## src/design/mrtu_pkg.sv

```systemverilog
// Shared types, constants and the CRC-16 step for the Modbus RTU receive framer.
package mrtu_pkg;

  // Item kind carried in the input tuser bit.
  localparam logic MODE_BYTE = 1'b0;
  localparam logic MODE_TICK = 1'b1;

  // Modbus CRC-16, reflected polynomial.
  localparam logic [15:0] CRC_INIT = 16'hFFFF;
  localparam logic [15:0] CRC_POLY = 16'hA001;

  // Configuration register reset values.
  localparam logic [7:0]  SLAVE_ADDR_RST = 8'h01;
  localparam logic [15:0] GAP_TICKS_RST  = 16'd35;

  // Configuration register indexes.
  typedef enum logic [0:0] {
    CFG_SLAVE_ADDR = 1'b0,
    CFG_GAP_TICKS  = 1'b1
  } cfg_idx_e;

  // One frame report.
  typedef struct packed {
    logic       overrun;
    logic       frame_valid;
    logic       crc_match;
    logic       address_match;
    logic [7:0] function_code;
    logic [8:0] frame_length;
  } res_t;

  // Advance the CRC over one byte, one bit per shift.
  function automatic logic [15:0] crc16_step(logic [15:0] crc, logic [7:0] data);
    logic [15:0] c;
    c = crc ^ {8'h00, data};
    for (int k = 0; k < 8; k++) begin
      c = c[0] ? ((c >> 1) ^ CRC_POLY) : (c >> 1);
    end
    return c;
  endfunction

endpackage

```

## src/design/mrtu_frame_core.sv

```systemverilog
// Frame state, gap timer, running CRC and frame report logic.
module mrtu_frame_core import mrtu_pkg::*; #(
  parameter int MAX_FRAME = 256
) (
  input  logic        clk_i,
  input  logic        rst_ni,
  input  logic        step_i,
  input  logic        mode_i,
  input  logic [7:0]  rx_byte_i,
  input  logic [7:0]  slave_addr_i,
  input  logic [15:0] gap_ticks_i,
  output logic        res_hit_o,
  output res_t        res_o
);

  localparam int CW = $clog2(MAX_FRAME + 1);
  localparam logic [CW-1:0] CNT_MAX = CW'(MAX_FRAME);

  logic          active_q, active_d;
  logic [15:0]   gap_q, gap_d;
  logic [CW-1:0] cnt_q, cnt_d;
  logic [15:0]   crc_q, crc_d;
  logic [15:0]   lag1_q, lag1_d;
  logic [15:0]   lag2_q, lag2_d;
  logic [7:0]    last_q, last_d;
  logic [7:0]    prev_q, prev_d;
  logic [7:0]    first_q, first_d;
  logic [7:0]    second_q, second_d;
  logic          ovr_q, ovr_d;

  logic          is_byte;
  logic          start;
  logic          store;
  logic          tick_hit;
  logic [15:0]   gap_dec;
  logic [CW-1:0] cnt_base;
  logic [15:0]   crc_base;
  logic [15:0]   lag1_base;
  logic [7:0]    second_base;
  logic          has_two;
  logic          am;
  logic          cm;

  // Decode the item against the current frame state.
  assign is_byte  = (mode_i == MODE_BYTE);
  assign start    = is_byte && !active_q;
  assign store    = is_byte && (!active_q || (cnt_q < CNT_MAX));
  assign tick_hit = !is_byte && active_q;
  assign gap_dec  = (gap_q != 16'd0) ? (gap_q - 16'd1) : 16'd0;
  assign res_hit_o = tick_hit && (gap_dec == 16'd0);

  // A new frame restarts count, CRC chain and overrun.
  assign cnt_base    = start ? '0 : cnt_q;
  assign crc_base    = start ? CRC_INIT : crc_q;
  assign lag1_base   = start ? CRC_INIT : lag1_q;
  assign second_base = start ? 8'h00 : second_q;

  // Next state.
  always_comb begin
    active_d = active_q;
    gap_d    = gap_q;
    cnt_d    = cnt_q;
    crc_d    = crc_q;
    lag1_d   = lag1_q;
    lag2_d   = lag2_q;
    last_d   = last_q;
    prev_d   = prev_q;
    first_d  = first_q;
    second_d = second_q;
    ovr_d    = ovr_q;
    if (store) begin
      if (cnt_base == '0) begin
        first_d = rx_byte_i;
      end
      second_d = (cnt_base == CW'(1)) ? rx_byte_i : second_base;
      prev_d   = last_q;
      last_d   = rx_byte_i;
      lag2_d   = lag1_base;
      lag1_d   = crc_base;
      crc_d    = crc16_step(crc_base, rx_byte_i);
      cnt_d    = cnt_base + CW'(1);
      gap_d    = gap_ticks_i;
      active_d = 1'b1;
      ovr_d    = start ? 1'b0 : ovr_q;
    end else if (is_byte) begin
      ovr_d = 1'b1;
    end else if (tick_hit) begin
      gap_d = gap_dec;
      if (res_hit_o) begin
        active_d = 1'b0;
      end
    end
  end

  // Frame report from the state as it stands when the gap runs out.
  assign has_two = (cnt_q > CW'(1));
  assign am = (cnt_q != '0) && (first_q == slave_addr_i);
  assign cm = has_two && ({prev_q, last_q} == {lag2_q[7:0], lag2_q[15:8]});

  always_comb begin
    res_o.frame_length  = 9'(cnt_q);
    res_o.function_code = has_two ? second_q : 8'h00;
    res_o.address_match = am;
    res_o.crc_match     = cm;
    res_o.frame_valid   = am && cm && (cnt_q > CW'(2));
    res_o.overrun       = ovr_q;
  end

  // State registers, updated once per processed item.
  always_ff @(posedge clk_i or negedge rst_ni) begin
    if (!rst_ni) begin
      active_q <= 1'b0;
      gap_q    <= 16'd0;
      cnt_q    <= '0;
      crc_q    <= CRC_INIT;
      lag1_q   <= CRC_INIT;
      lag2_q   <= CRC_INIT;
      last_q   <= 8'h00;
      prev_q   <= 8'h00;
      first_q  <= 8'h00;
      second_q <= 8'h00;
      ovr_q    <= 1'b0;
    end else if (step_i) begin
      active_q <= active_d;
      gap_q    <= gap_d;
      cnt_q    <= cnt_d;
      crc_q    <= crc_d;
      lag1_q   <= lag1_d;
      lag2_q   <= lag2_d;
      last_q   <= last_d;
      prev_q   <= prev_d;
      first_q  <= first_d;
      second_q <= second_d;
      ovr_q    <= ovr_d;
    end
  end

  // The stored count never passes the frame capacity.
  assert property (@(posedge clk_i) disable iff (!rst_ni) cnt_q <= CNT_MAX)
    else $error("byte count beyond frame capacity");

  // A report only comes out of an open frame.
  assert property (@(posedge clk_i) disable iff (!rst_ni) res_hit_o |-> active_q)
    else $error("frame report outside a frame");

  // A processed report closes the frame.
  assert property (@(posedge clk_i) disable iff (!rst_ni)
    (step_i && res_hit_o) |=> !active_q)
    else $error("frame still open after its report");

  // A byte that arrives at full capacity flags overrun and keeps the count.
  assert property (@(posedge clk_i) disable iff (!rst_ni)
    (step_i && is_byte && active_q && (cnt_q == CNT_MAX)) |=> (ovr_q && (cnt_q == CNT_MAX)))
    else $error("overrun not flagged on a full frame");

endmodule

```

## src/design/mrtu_out_reg.sv

```systemverilog
// Result register holding one frame report until the downstream side takes it.
module mrtu_out_reg import mrtu_pkg::*; (
  input  logic clk_i,
  input  logic rst_ni,
  input  logic load_i,
  input  res_t res_i,
  input  logic ready_i,
  output logic valid_o,
  output res_t res_o
);

  logic valid_q, valid_d;
  res_t res_q;

  // A load always wins; otherwise a taken beat empties the register.
  always_comb begin
    valid_d = valid_q;
    if (load_i) begin
      valid_d = 1'b1;
    end else if (ready_i) begin
      valid_d = 1'b0;
    end
  end

  always_ff @(posedge clk_i or negedge rst_ni) begin
    if (!rst_ni) begin
      valid_q <= 1'b0;
    end else begin
      valid_q <= valid_d;
    end
  end

  // Payload needs no reset.
  always_ff @(posedge clk_i) begin
    if (load_i) begin
      res_q <= res_i;
    end
  end

  assign valid_o = valid_q;
  assign res_o   = res_q;

endmodule

```

## src/design/modbus_rtu_frame_receiver.sv

```systemverilog
// Beats pass the input register, then the frame core; a report goes to the output register.
// Throughput: one byte or tick beat per cycle, the CRC-16 one byte, unless the output stalls.
// The input register refills in the same cycle it drains unless a report is stuck at the output.
// Reset (rst_ni low, asynchronous) closes any frame, stops the gap timer, sets the CRC to 0xFFFF,
// and sets slave address 1 and frame gap 35 ticks.
// No clearing pass: the block takes beats as soon as reset is released.
module modbus_rtu_frame_receiver import mrtu_pkg::*; #(
  parameter int MAX_FRAME = 256
) (
  input  logic        clk_i,
  input  logic        rst_ni,
  // Configuration write port.
  input  logic        cfg_we_i,
  input  logic [0:0]  cfg_idx_i,
  input  logic [15:0] cfg_data_i,
  // Input stream.
  input  logic        s_axis_tvalid,
  output logic        s_axis_tready,
  input  logic [7:0]  s_axis_tdata,   // [7:0] rx_byte
  input  logic        s_axis_tuser,   // [0] mode
  // Output stream.
  output logic        m_axis_tvalid,
  input  logic        m_axis_tready,
  output logic [23:0] m_axis_tdata    // [8:0] frame_length, [16:9] function_code,
                                      // [17] address_match, [18] crc_match,
                                      // [19] frame_valid, [20] overrun, [23:21] zero
);

  logic        in_valid_q;
  logic        in_mode_q;
  logic [7:0]  in_byte_q;
  logic [7:0]  slave_addr_q;
  logic [15:0] gap_ticks_q;
  logic        res_hit;
  logic        advance;
  logic        out_valid;
  res_t        core_res;
  res_t        out_res;

  // Configuration registers.
  always_ff @(posedge clk_i or negedge rst_ni) begin
    if (!rst_ni) begin
      slave_addr_q <= SLAVE_ADDR_RST;
      gap_ticks_q  <= GAP_TICKS_RST;
    end else if (cfg_we_i) begin
      case (cfg_idx_e'(cfg_idx_i))
        CFG_SLAVE_ADDR: slave_addr_q <= cfg_data_i[7:0];
        CFG_GAP_TICKS:  gap_ticks_q  <= cfg_data_i;
        default: ;
      endcase
    end
  end

  // The held beat moves on unless it makes a report and the output is full.
  assign advance       = in_valid_q && (!res_hit || !out_valid || m_axis_tready);
  assign s_axis_tready = !in_valid_q || advance;

  // Input register.
  always_ff @(posedge clk_i or negedge rst_ni) begin
    if (!rst_ni) begin
      in_valid_q <= 1'b0;
    end else if (s_axis_tready) begin
      in_valid_q <= s_axis_tvalid;
    end
  end

  always_ff @(posedge clk_i) begin
    if (s_axis_tvalid && s_axis_tready) begin
      in_mode_q <= s_axis_tuser;
      in_byte_q <= s_axis_tdata;
    end
  end

  mrtu_frame_core #(
    .MAX_FRAME (MAX_FRAME)
  ) u_core (
    .clk_i        (clk_i),
    .rst_ni       (rst_ni),
    .step_i       (advance),
    .mode_i       (in_mode_q),
    .rx_byte_i    (in_byte_q),
    .slave_addr_i (slave_addr_q),
    .gap_ticks_i  (gap_ticks_q),
    .res_hit_o    (res_hit),
    .res_o        (core_res)
  );

  mrtu_out_reg u_out (
    .clk_i   (clk_i),
    .rst_ni  (rst_ni),
    .load_i  (advance && res_hit),
    .res_i   (core_res),
    .ready_i (m_axis_tready),
    .valid_o (out_valid),
    .res_o   (out_res)
  );

  assign m_axis_tvalid = out_valid;
  assign m_axis_tdata  = {3'b000, out_res};

endmodule

```

## config.mk

```make
export PLATFORM = sky130hd
export DESIGN_NAME = modbus_rtu_frame_receiver
export DESIGN_NICKNAME = d
export VERILOG_FILES = /design/src/design/mrtu_pkg.sv /design/src/design/mrtu_frame_core.sv /design/src/design/mrtu_out_reg.sv /design/src/design/modbus_rtu_frame_receiver.sv
export SDC_FILE = /design/constraint.sdc
export NUM_CORES = 1
export LEC_CHECK = 0
export ABC_CLOCK_PERIOD_IN_PS = 5600
export BUFFER_PORTS_ARGS = -buffer_cell sky130_fd_sc_hd__buf_2
export CORE_MARGIN = 4
export CORE_UTILIZATION = 30
export DETAILED_ROUTE_END_ITERATION = 6
export PLACE_DENSITY = 0.5
export SYNTH_ARGS = -nofsm -noshare
export SYNTH_HDL_FRONTEND = slang
export SYNTH_SLANG_ARGS = --single-unit
```

## constraint.sdc

```tcl
create_clock -name clk_i -period 5.6 [get_ports clk_i]
set_input_delay 0.84 -clock clk_i [delete_from_list [all_inputs] [get_ports clk_i]]
set_output_delay 0.84 -clock clk_i [all_outputs]
set_load 0.01 [all_outputs]
```

* After elaboration in Yosys (flattened, before gate mapping)
Cells that the tools add are included. W data, S select, Z words.
Word-level totals: register bits 163, bits of input ports 31, output and inout port bits 26, logic and storage cells 106
Operators by class: $add $sub $neg 2, magnitude comparators 3, equality and inequality tests 5, multiplexer cells 26, bitwise gates (word level) 11, reduce and logical (&&, ||, !) cells 36
Operators by type and width (number):
- $mux W16 | 14
- $not A2 Y3 | 8
- $eq A16 B16 Y1 | 1
- $logic_not A16 Y1 | 1
- $mux W8 | 2
- $reduce_bool A16 Y1 | 1
- $sub A16 B1 Y16 const B | 1
- $xor A16 B8 Y16 | 1
- $reduce_and A3 Y1 | 4
- $logic_and A1 B1 Y1 | 11
- $reduce_bool A2 Y1 | 5
- $add A9 B1 Y9 const B | 1
- $eq A9 B1 Y1 const B | 1
- $gt A9 B1 Y1 const B | 1
- $gt A9 B2 Y1 const B | 1
- $logic_not A9 Y1 | 1
- $lt A9 B9 Y1 const B | 1
- $mux W1 | 9
- $mux W9 | 1
- $reduce_bool A9 Y1 | 1
- $eq A8 B8 Y1 | 1
- $reduce_and A2 Y1 | 3
- $logic_not A1 Y1 | 4
- $logic_or A1 B1 Y1 | 4
- 3 further kinds | 5

* Longest topological paths before layout
Gate-level depths: netlist (run 1).
depth after elaboration 20, gate-level depth with buffers 11, depth with buffers taken out 9

* Hierarchy
From an unflattened synthesis (run 1), not the netlist that was laid out.
Unflattened totals: cell total of the unflattened synthesis 646, area total of the unflattened synthesis 7045.5 sq um
By module, submodules not included:
- mrtu_frame_core | times used 1, cells each 549, area an instance 5022.3 sq um, seq. area each 2474.9 sq um
- modbus_rtu_frame_receiver | times used 1, cells each 73, area an instance 1356.3 sq um, seq. area each 900.9 sq um
- mrtu_out_reg | times used 1, cells each 24, area an instance 666.9 sq um, seq. area each 655.6 sq um

* Worst setup path after synthesis (run 1)
Ideal clock, no wire load.
kind register -> output, start register u_core.gap_q[6], end output s_axis_tready, data arrival time 2.076 ns, data required time 4.760 ns, slack 2.684 ns, stages on the path, launching flop included 8, path buffers 1, cell sequence dfrtp_1 > or4_1 > buf_2 > nor3_4 > xnor2_1 > o2111ai_2 > a211oi_1 > nand4_1
On the way: word-level cells in the longest chain between the ends 9, elaborated cells on any way between the ends 10, those cells by class add/sub (1); mux (1); reduce/logical (8)
RTL lines:
- start: declaration | line mrtu_frame_core.sv:20 | logic [15:0] gap_q, gap_d;
- start signal: assignment | line mrtu_frame_core.sv:125 | gap_q <= gap_d;
- $sub A16 B1 Y16 or $reduce_bool A16 Y1 (tied branches) | line mrtu_frame_core.sv:49 | assign gap_dec = (gap_q != 16'd0) ? (gap_q - 16'd1) : 16'd0;
- $mux W16 (*) | line mrtu_frame_core.sv:49
- $logic_not A16 Y1 (*) | line mrtu_frame_core.sv:50 | assign res_hit_o = tick_hit && (gap_dec == 16'd0);
- $logic_and A1 B1 Y1 (*) | line mrtu_frame_core.sv:50
- $logic_not A1 Y1 (*) | line modbus_rtu_frame_receiver.sv:55 | assign advance = in_valid_q && (!res_hit || !out_valid || m_axis_tready);
- $logic_or A1 B1 Y1 (*) (2 in series) | line modbus_rtu_frame_receiver.sv:55
- $logic_and A1 B1 Y1 (*) | line modbus_rtu_frame_receiver.sv:55
- $logic_or A1 B1 Y1 (*) | line modbus_rtu_frame_receiver.sv:56 | assign s_axis_tready = !in_valid_q || advance;
- end: declaration | line modbus_rtu_frame_receiver.sv:18 | output logic s_axis_tready,
Mark *: on every way between the ends. The rest lies on a longest branch, timed or not.

* Worst setup path in the final report (run 1)
start register u_core.gap_q[4], end output s_axis_tready
The elaborated chain is that of the path after synthesis.

==> flow_summary.yaml, run 1 <==
status:
  outcome: "finished, final reports clean"
drt:
  drt_pass1_iterations: 4
  dr_total_vias: 4762
  vias_per_cell: 4.76
  drc: 0
  wl_per_cell_um: 16.3
  routed_wl_mm: 16.3
  drt_iter0_drc: 306
  ant_nets: 0
pwr:
  p_per_area_nw_per_um2: 485
  ir_drop_mv: 0.186
  leakage_nw: 3.45
finish:
  nNetsFinal: 703
  diodes: 0
  final_area_um2: 8380
  drive_gt1_frac: 0.298
  final_util: 0.356
  fillers: 2369
  syn_to_final_growth_pct: 16.3
min_path:
  hold_path_class: "reg2reg"
sta:
  maxSlewHeadroom: 0.284
  fmax_mhz: 259
  post-route-period-util: 0.689
  finalSetupViolCount: 0
  maxSlewViolCount: 0
  hold_slack_ns: 0.451
  setup_tns_ns: 0
  skew_ns: 0.0131
  period_minus_slack_ns: 3.86
  hold_violations: 0
  rsz0062_at_grt: "false"
  tightest_slew_ns: 1.07
setup_path:
  r2r_slack_ns: 2.14
  crit_type: "reg2out"
  critPathMaxFanout: 11
  path_cells: "or4_1, nor3_4, xnor2_1, o2111ai_2, a211oi_1, nand4_1, buf_2"
  worst_path_max_delay_cell: "or4_1"
  max_stage_delay_ns: 0.71
  start_kind: "register"
  arrival_ns: 3.02
  end_kind: "output pin"
  critPathRequiredTime_ns: 4.76
die:
  die_h_um: 163
  die_width_um: 163
  dieArea_um2: 26600
  rows: 56
  coreArea_um2: 23500
  io_pins: 57
  initial_core_util: 0.306
global_routing:
  grt_pass1_wl_mm: 27.1
  grt_pass1_vias: 4961
  antenna_found_initial: 0
  grt_start_max_net_pins: 75
  grtUsageTotal: 0.129
  grt.overflow.total: 0
clock_tree:
  cts_hold_buf: 0
  post_cts_buffers: 0
  cts_made_buffers: 17
  path_clk_slew_ns: 0.06
  cts_resized: 0
  root_buffer: "clkbuf_16"
  h-tree-depth: 4
  cts_tree: "done"
  cts_sinks: 153
  clk_latency_ns: 0.43
  cts.path.max_buffers: 2
place:
  hpwl_mm: 11.3
  post_dp_cell_area_um2: 7750
  io_buffers: 53
  gp_congestion: 0.844
yosys:
  syn_inst: 627
  synth.avg_cell_area_um2: 11.5
  synth_ff_type: "dfrtp_1"
  yosys_warnings: 0
  yosysUniqueCellTypes: 62
  seq_area_frac_synth: 0.559
  async_flop_share: 0.804
  synth-seq-cells: 153
  synth_edf_count: 30
  syn_area_um2: 7210
run:
  drv_cap: 0
==> critical path: cells and delay by family, from the launching register on <==
| family | cells | cell delay [ns] |
|---|---|---|
| AO/OA/AOI/OAI | 2 | 0.51 |
| XOR/XNOR | 1 | 0.17 |
| buffers and inverters | 1 | 0.22 |
| flip-flops | 1 | 0.50 |
| AND/OR/NAND/NOR | 3 | 1.20 |
==> cell families (layout without fill, tap and decap cells) <==
kind of cell / count (synthesis) / in the layout / share of synthesized area
flip-flops: 153 / 153 / 0.559
buffers and inverters: 45 / 97 / 0.0285
XOR/XNOR: 57 / 57 / 0.0731
other: 1 / 3 / 0.000520
AO/OA/AOI/OAI: 113 / 113 / 0.104
AND/OR/NAND/NOR: 196 / 196 / 0.135
adder cells (fa/ha/maj): 4 / 4 / 0.00695
multiplexers: 58 / 58 / 0.0920
==> per-stage QoR <==
stage / total power [mW] / cells / setup WS (ns)
final: 4.06 / 1000 / 1.74
after CTS: 4.11 / 1000 / 1.69
after detailed placement: 2.86 / 968 / 2.12
after global placement: 2.83 / 968 / 2.24
after floorplan: 2.59 / 629 / 2.68
after global routing: 4.32 / 1000 / 1.54
==> where the power goes <==
| group | total (mW) | internal [mW] | switching [mW] | leakage, nW |
|---|---|---|---|---|
| registers | 1.78 | 1.51 | 0.273 | 1.72 |
| clock network | 1.23 | 0.763 | 0.468 | 0.306 |
| logic | 1.05 | 0.536 | 0.511 | 1.42 |
| total | 4.06 | 2.81 | 1.25 | 3.45 |
==> Yosys cell counts, types with 7 or more instances <==
master / n / area share
clkbuf_1: 23 / 0.012
xnor2_1: 31 / 0.038
inv_1: 7 / 0.0036
nor4_1: 9 / 0.0078
dfrtp_1: 81 / 0.28
xor2_1: 24 / 0.029
nand4_1: 11 / 0.0096
nor3_1: 11 / 0.0076
nor2b_1: 11 / 0.0096
o21ai_0: 47 / 0.033
nor2_1: 27 / 0.014
nand3_1: 7 / 0.0049
a22o_1: 9 / 0.011
edfxtp_1: 30 / 0.13
nand2_1: 90 / 0.047
dfstp_2: 42 / 0.15
mux2_2: 50 / 0.078
a21oi_1: 19 / 0.013
==> cell type report <==
| class | instances | area (um2) | area share |
|---|---|---|---|
| clock buffer | 19 | 443 | 0.0528 |
| clock inverter | 13 | 191 | 0.0228 |
| inverter | 7 | 26.3 | 0.00313 |
| multi-input combinational | 431 | 2990 | 0.356 |
| sequential | 153 | 4030 | 0.481 |
| tap | 319 | 399 | 0.0476 |
| timing repair buffer | 58 | 305 | 0.0364 |
==> sequential cells by signal, indices dropped and copies added, names as in the netlist <==
register         count
gap_ticks_q         16
u_core.gap_q        16
u_core.cnt_q         9
u_out.res_o         21
u_core.first_q       8
u_core.prev_q        8
u_out.valid_o        1
u_core.second_q      8
u_core.crc_q        11
u_core.lag1_q       11
u_core.last_q        8
u_core.active_q      1
in_byte_q            8
slave_addr_q         8
u_core.ovr_q         1
u_core.lag2_q       16
in_mode_q            1
in_valid_q           1
==> placed cells by master, fill, tap and decap left out, types with 9 or more instances in the layout <==
| cell type | instances |
|---|---|
| a21oi_1 | 18 |
| a22o_1 | 9 |
| nor2b_1 | 11 |
| dfstp_2 | 42 |
| nor2_1 | 26 |
| dfrtp_1 | 81 |
| nand2_1 | 89 |
| nor4_1 | 9 |
| xnor2_1 | 31 |
| clkbuf_16 | 17 |
| buf_2 | 52 |
| mux2_2 | 50 |
| nand4_1 | 11 |
| nor3_1 | 11 |
| o21ai_0 | 47 |
| xor2_1 | 24 |
| edfxtp_1 | 30 |
==> final timing paths <==
path / from / end / cells past startpoint
worst max-delay path: u_core.gap_q[4] / s_axis_tready / 7
worst min-delay path: u_core.lag1_q[6] / u_core.lag1_q[6] / 2
worst max register to register: u_core.gap_q[4] / u_out.res_o[15] / 7
worst min register to register: u_core.lag1_q[6] / u_core.lag1_q[6] / 2
max in group asynchronous: rst_ni / u_core.lag2_q[0] / 2
min in group asynchronous: rst_ni / gap_ticks_q[13] / 1
==> per-layer routing <==
layer | share of wire | GRT usage | routed length [um]
met4 | 0.022 | 0.0515 | 360
met1 | 0.48 | 0.174 | 7790
met3 | 0.038 | 0.0278 | 613
met2 | 0.46 | 0.203 | 7510
met5 | 0 | 0 | 0
Note: power is estimated with default switching activity, not from simulation.
==> inputs of run 2 (changes only) <==
- ABC_CLOCK_PERIOD_IN_PS: 5600 -> 3450
- PLACE_DENSITY: 0.5 -> 0.51
- clock period: 5.6 -> 3.45 ns (I/O delays scaled with it)
==> flow_summary.yaml, run 2 (synthesis gave the netlist of run 1 again) <==
status:
  outcome: "finished, final reports clean"
global_routing:
  grt.overflow.total: 0
  grt_pass1_wl_mm: 27.0
  antenna_found_initial: 0
  grt_pass1_vias: 4919
  grt_start_max_net_pins: 77
  grtUsageTotal: 0.128
finish:
  syn_to_final_growth_pct: 17.1
  final_cell_mix: "nand2_1 (89), dfrtp_1 (81), buf_2 (52)"
  fillers: 2418
  nNetsFinal: 713
  final_common_cell: "nand2_1"
  final_util: 0.358
  regArea_um2: 4030
  diodes: 0
  drive_gt1_frac: 0.318
  largest_register_ffs: 21
  layoutNonFillerInstCount: 1010
  multi_input_area_um2: 3020
setup_path:
  arrival_ns: 2.77
  r2r_end: "u_core.gap_q[0]"
  reg2reg_from: "u_core.gap_q[0]"
  critPathRequiredTime_ns: 2.93
  crit_type: "reg2out"
  reg2reg_depth: 10
  end_kind: "output pin"
  critPathMaxFanout: 10
  crit_path_start: "u_core.gap_q[4]"
  start_kind: "register"
  r2r_slack_ns: 0.37
min_path:
  hold_path_class: "in2async"
drt:
  drc: 0
  routed_wl_mm: 16.4
  drt_pass1_iterations: 5
  ant_nets: 0
  vias_per_cell: 4.79
  drt_iter0_drc: 223
  dr_total_vias: 4833
  wl_per_cell_um: 16.3
place:
  place_ws_ns: 0.354
  io_buffers: 53
  gp_congestion: 0.836
  hpwl_mm: 11.5
  dp.cells: 975
sta:
  hold_violations: 0
  tightest_slew_ns: 0.997
  layout_setup_ws_ns: 0.159
  skew_ns: 0.0141
  maxSlewViolCount: 0
  maxSlewHeadroom: 0.335
  period_minus_slack_ns: 3.29
  finalSetupViolCount: 0
  post-route-period-util: 0.954
  fmax_mhz: 304
die:
  io_pins: 57
  dieArea_um2: 26600
  die_h_um: 163
  rows: 56
  die_width_um: 163
  coreArea_um2: 23500
  initial_core_util: 0.306
pwr:
  p_per_area_nw_per_um2: 768
  ir_drop_mv: 0.292
  leakage_nw: 3.47
  power.total_mw: 6.48
clock_tree:
  cts_made_buffers: 17
  cts_sinks: 153
  clk_latency_ns: 0.43
  cts_hold_buf: 0
  path_clk_slew_ns: 0.07
  cts.path.max_buffers: 2
  h-tree-depth: 4
  cts_tree: "done"
  root_buffer: "clkbuf_16"
run:
  drv_cap: 0
[run 2: worst max path at each step]
stage	endpoint	depth (start not counted)	slack, ns
floorplan	u_out.res_o[0]	8	0.58
global placement	s_axis_tready	7	0.43
detailed placement	u_core.gap_q[14]	9	0.35
CTS	s_axis_tready	8	0.03
global route	s_axis_tready	8	-0.001
finish	s_axis_tready	8	0.16
[run 2: metal layers]
metal / track usage / part of all wire / vias up
met5: 0 / 0 / -
met4: 0.0389 / 0.011 / 0
met3: 0.0316 / 0.035 / 16
met2: 0.198 / 0.47 / 98
met1: 0.178 / 0.48 / 2392
li1: - / - / 2327
[run 2: repair_timing]
action / CTS / global route
gates resized for setup: 2 / 5
setup endpoints to repair: 1 / 1
endpoints found under the hold margin: 0 / 0
pin swaps: 0 / 3
buffers inserted: 0 / 3
[run 2: report_power, final]
| part | switching, mW | internal [mW] | total [mW] |
|---|---|---|---|
| sequential | 0.442 | 2.45 | 2.89 |
| clock | 0.840 | 0.961 | 1.80 |
| combinational | 0.873 | 0.915 | 1.79 |
[run 2: per-stage QoR]
stage | cell area (um2) | TNS (ns) | hold slack (ns)
after floorplan | 7210 | 0 | 0.222
after global placement | 7810 | 0 | 0.436
after detailed placement | 7810 | 0 | 0.435
after CTS | 8390 | 0 | 0.255
after global routing | 8440 | -0.00117 | 0.257
final | 8440 | 0 | 0.225
[run 2: cell type report]
cell class / count / area share
tap: 319 / 0.0473
sequential: 153 / 0.478
timing repair buffer: 68 / 0.0466
multi-input combinational: 431 / 0.357
inverter: 7 / 0.00311
clock inverter: 15 / 0.0174
clock buffer: 17 / 0.0504
[run 2: worst max-delay path, cell delays in order, from the launching register on]
cell and delay (ns):
dfrtp_1 0.38, buf_4 0.17, nor4_1 0.45, nand2_1 0.23, a221oi_1 0.36, nand2_1 0.13, a211oi_2 0.21, nand4_1 0.18
buf_2 0.22
==> inputs of run 3 (changes only) <==
- CORE_UTILIZATION: 30 -> 54
- PLACE_DENSITY: 0.51 -> 0.76
==> flow_summary.yaml, run 3 (synthesis gave the netlist of run 1 again) <==
clock_tree:
  path_clk_slew_ns: 0.06
  cts.path.max_buffers: 2
  h-tree-depth: 4
  cts_made_buffers: 17
  clk_latency_ns: 0.42
  cts_tree: "done"
  cts_sinks: 153
  root_buffer: "clkbuf_16"
  cts_hold_buf: 0
setup_path:
  start_kind: "register"
  arrival_ns: 2.77
  critPathRequiredTime_ns: 2.93
  end_kind: "output pin"
  reg2reg_depth: 9
  critPathMaxFanout: 7
  crit_type: "reg2out"
place:
  hpwl_mm: 10.2
  io_buffers: 53
  gp_congestion: 0.830
finish:
  nNetsFinal: 712
  final_cell_mix: "nand2_1 (89), dfrtp_1 (81), buf_2 (52)"
  largest_register_ffs: 21
  drive_gt1_frac: 0.312
  syn_to_final_growth_pct: 14.3
  final_common_cell: "nand2_1"
  diodes: 0
drt:
  routed_wl_mm: 14.6
  drc: 0
  wl_per_cell_um: 16.9
  dr_total_vias: 4900
  vias_per_cell: 5.68
  drt_pass1_iterations: 4
  drt_iter0_drc: 449
  ant_nets: 0
sta:
  maxSlewViolCount: 0
  hold_violations: 0
  post-route-period-util: 0.954
  tightest_slew_ns: 0.882
  fmax_mhz: 304
  skew_ns: 0.00902
  hold_slack_ns: 0.217
  maxSlewHeadroom: 0.412
  period_minus_slack_ns: 3.29
  finalSetupViolCount: 0
  rsz0062_at_grt: "false"
  setup_tns_ns: 0
pwr:
  leakage_nw: 3.48
  ir_drop_mv: 0.381
  p_per_area_nw_per_um2: 780
global_routing:
  grtUsageMet2: 0.313
  grt.overflow.total: 0
  grtUsageTotal: 0.209
  grt_start_max_net_pins: 68
  antenna_found_initial: 0
  grt_pass1_wl_mm: 24.4
  grt_pass1_vias: 4738
  grt_busiest_layer: "met2"
  grt_use_met3: 0.0467
  grt_use_met1: 0.302
die:
  dieArea_um2: 15300
  die_width_um: 124
  die_h_um: 124
  initial_core_util: 0.562
  rows: 41
  io_pins: 57
  coreArea_um2: 12800
run:
  drv_cap: 0
status:
  outcome: "finished, final reports clean"
min_path:
  hold_path_class: "in2async"
run 3: critical path: stages, from the launching register on:
cell,delay (ns)
dfrtp_1,0.48
or4_4,0.60
nor3_4,0.30
xnor2_1,0.18
o2111ai_2,0.17
a211oi_2,0.29
nand4_1,0.17
buf_2,0.18
run 3: metrics by stage:
step	utilization	power [mW]	setup WS, ns	cells	cell area, um2
after global routing	0.642	6.81	0.00577	862	8240
after detailed placement	0.594	4.62	0.223	827	7620
final	0.642	6.42	0.160	862	8240
after floorplan	-	4.20	0.583	629	7210
after global placement	0.594	4.55	0.331	827	7620
after CTS	0.640	6.42	0.0245	859	8210
run 3: layer usage:
layer  routed length, um  share of wire
met1                6860           0.47
met2                6640           0.46
met3                 789          0.054
met4                 274          0.019
met5                   0              0
run 3: path summary, 6_finish.rpt:
path | start | end | slack, ns
setup / recovery | u_core.gap_q[3] | s_axis_tready | 0.16
hold / removal | rst_ni | gap_ticks_q[7] | 0.22
setup reg to reg | u_core.gap_q[0] | u_core.gap_q[0] | 0.24
hold reg to reg | u_core.ovr_q | u_out.res_o[20] | 0.45
max in group asynchronous | rst_ni | u_core.lag2_q[11] | 2.39
min in group clk_i | s_axis_tuser | in_mode_q | 0.28
run 3: area by class of cell:
type | instances | area [um2]
inverter | 7 | 26.3
clock inverter | 10 | 76.3
multi-input combinational | 431 | 3010
sequential | 153 | 4030
tap | 172 | 215
clock buffer | 22 | 497
fill | 993 | 4590
timing repair buffer | 67 | 385
run 3: where the power goes:
group	internal, mW	switching (mW)
clock network	1.04	0.732
logic	0.913	0.855
registers	2.45	0.437
total	4.40	2.02
run 3: repair_timing:
action / 4_1_cts / 5_1_grt
resized for setup: 3 / 2
gates cloned: 0 / 0
endpoints found under the setup margin: 1 / 1
buffers inserted: 0 / 3
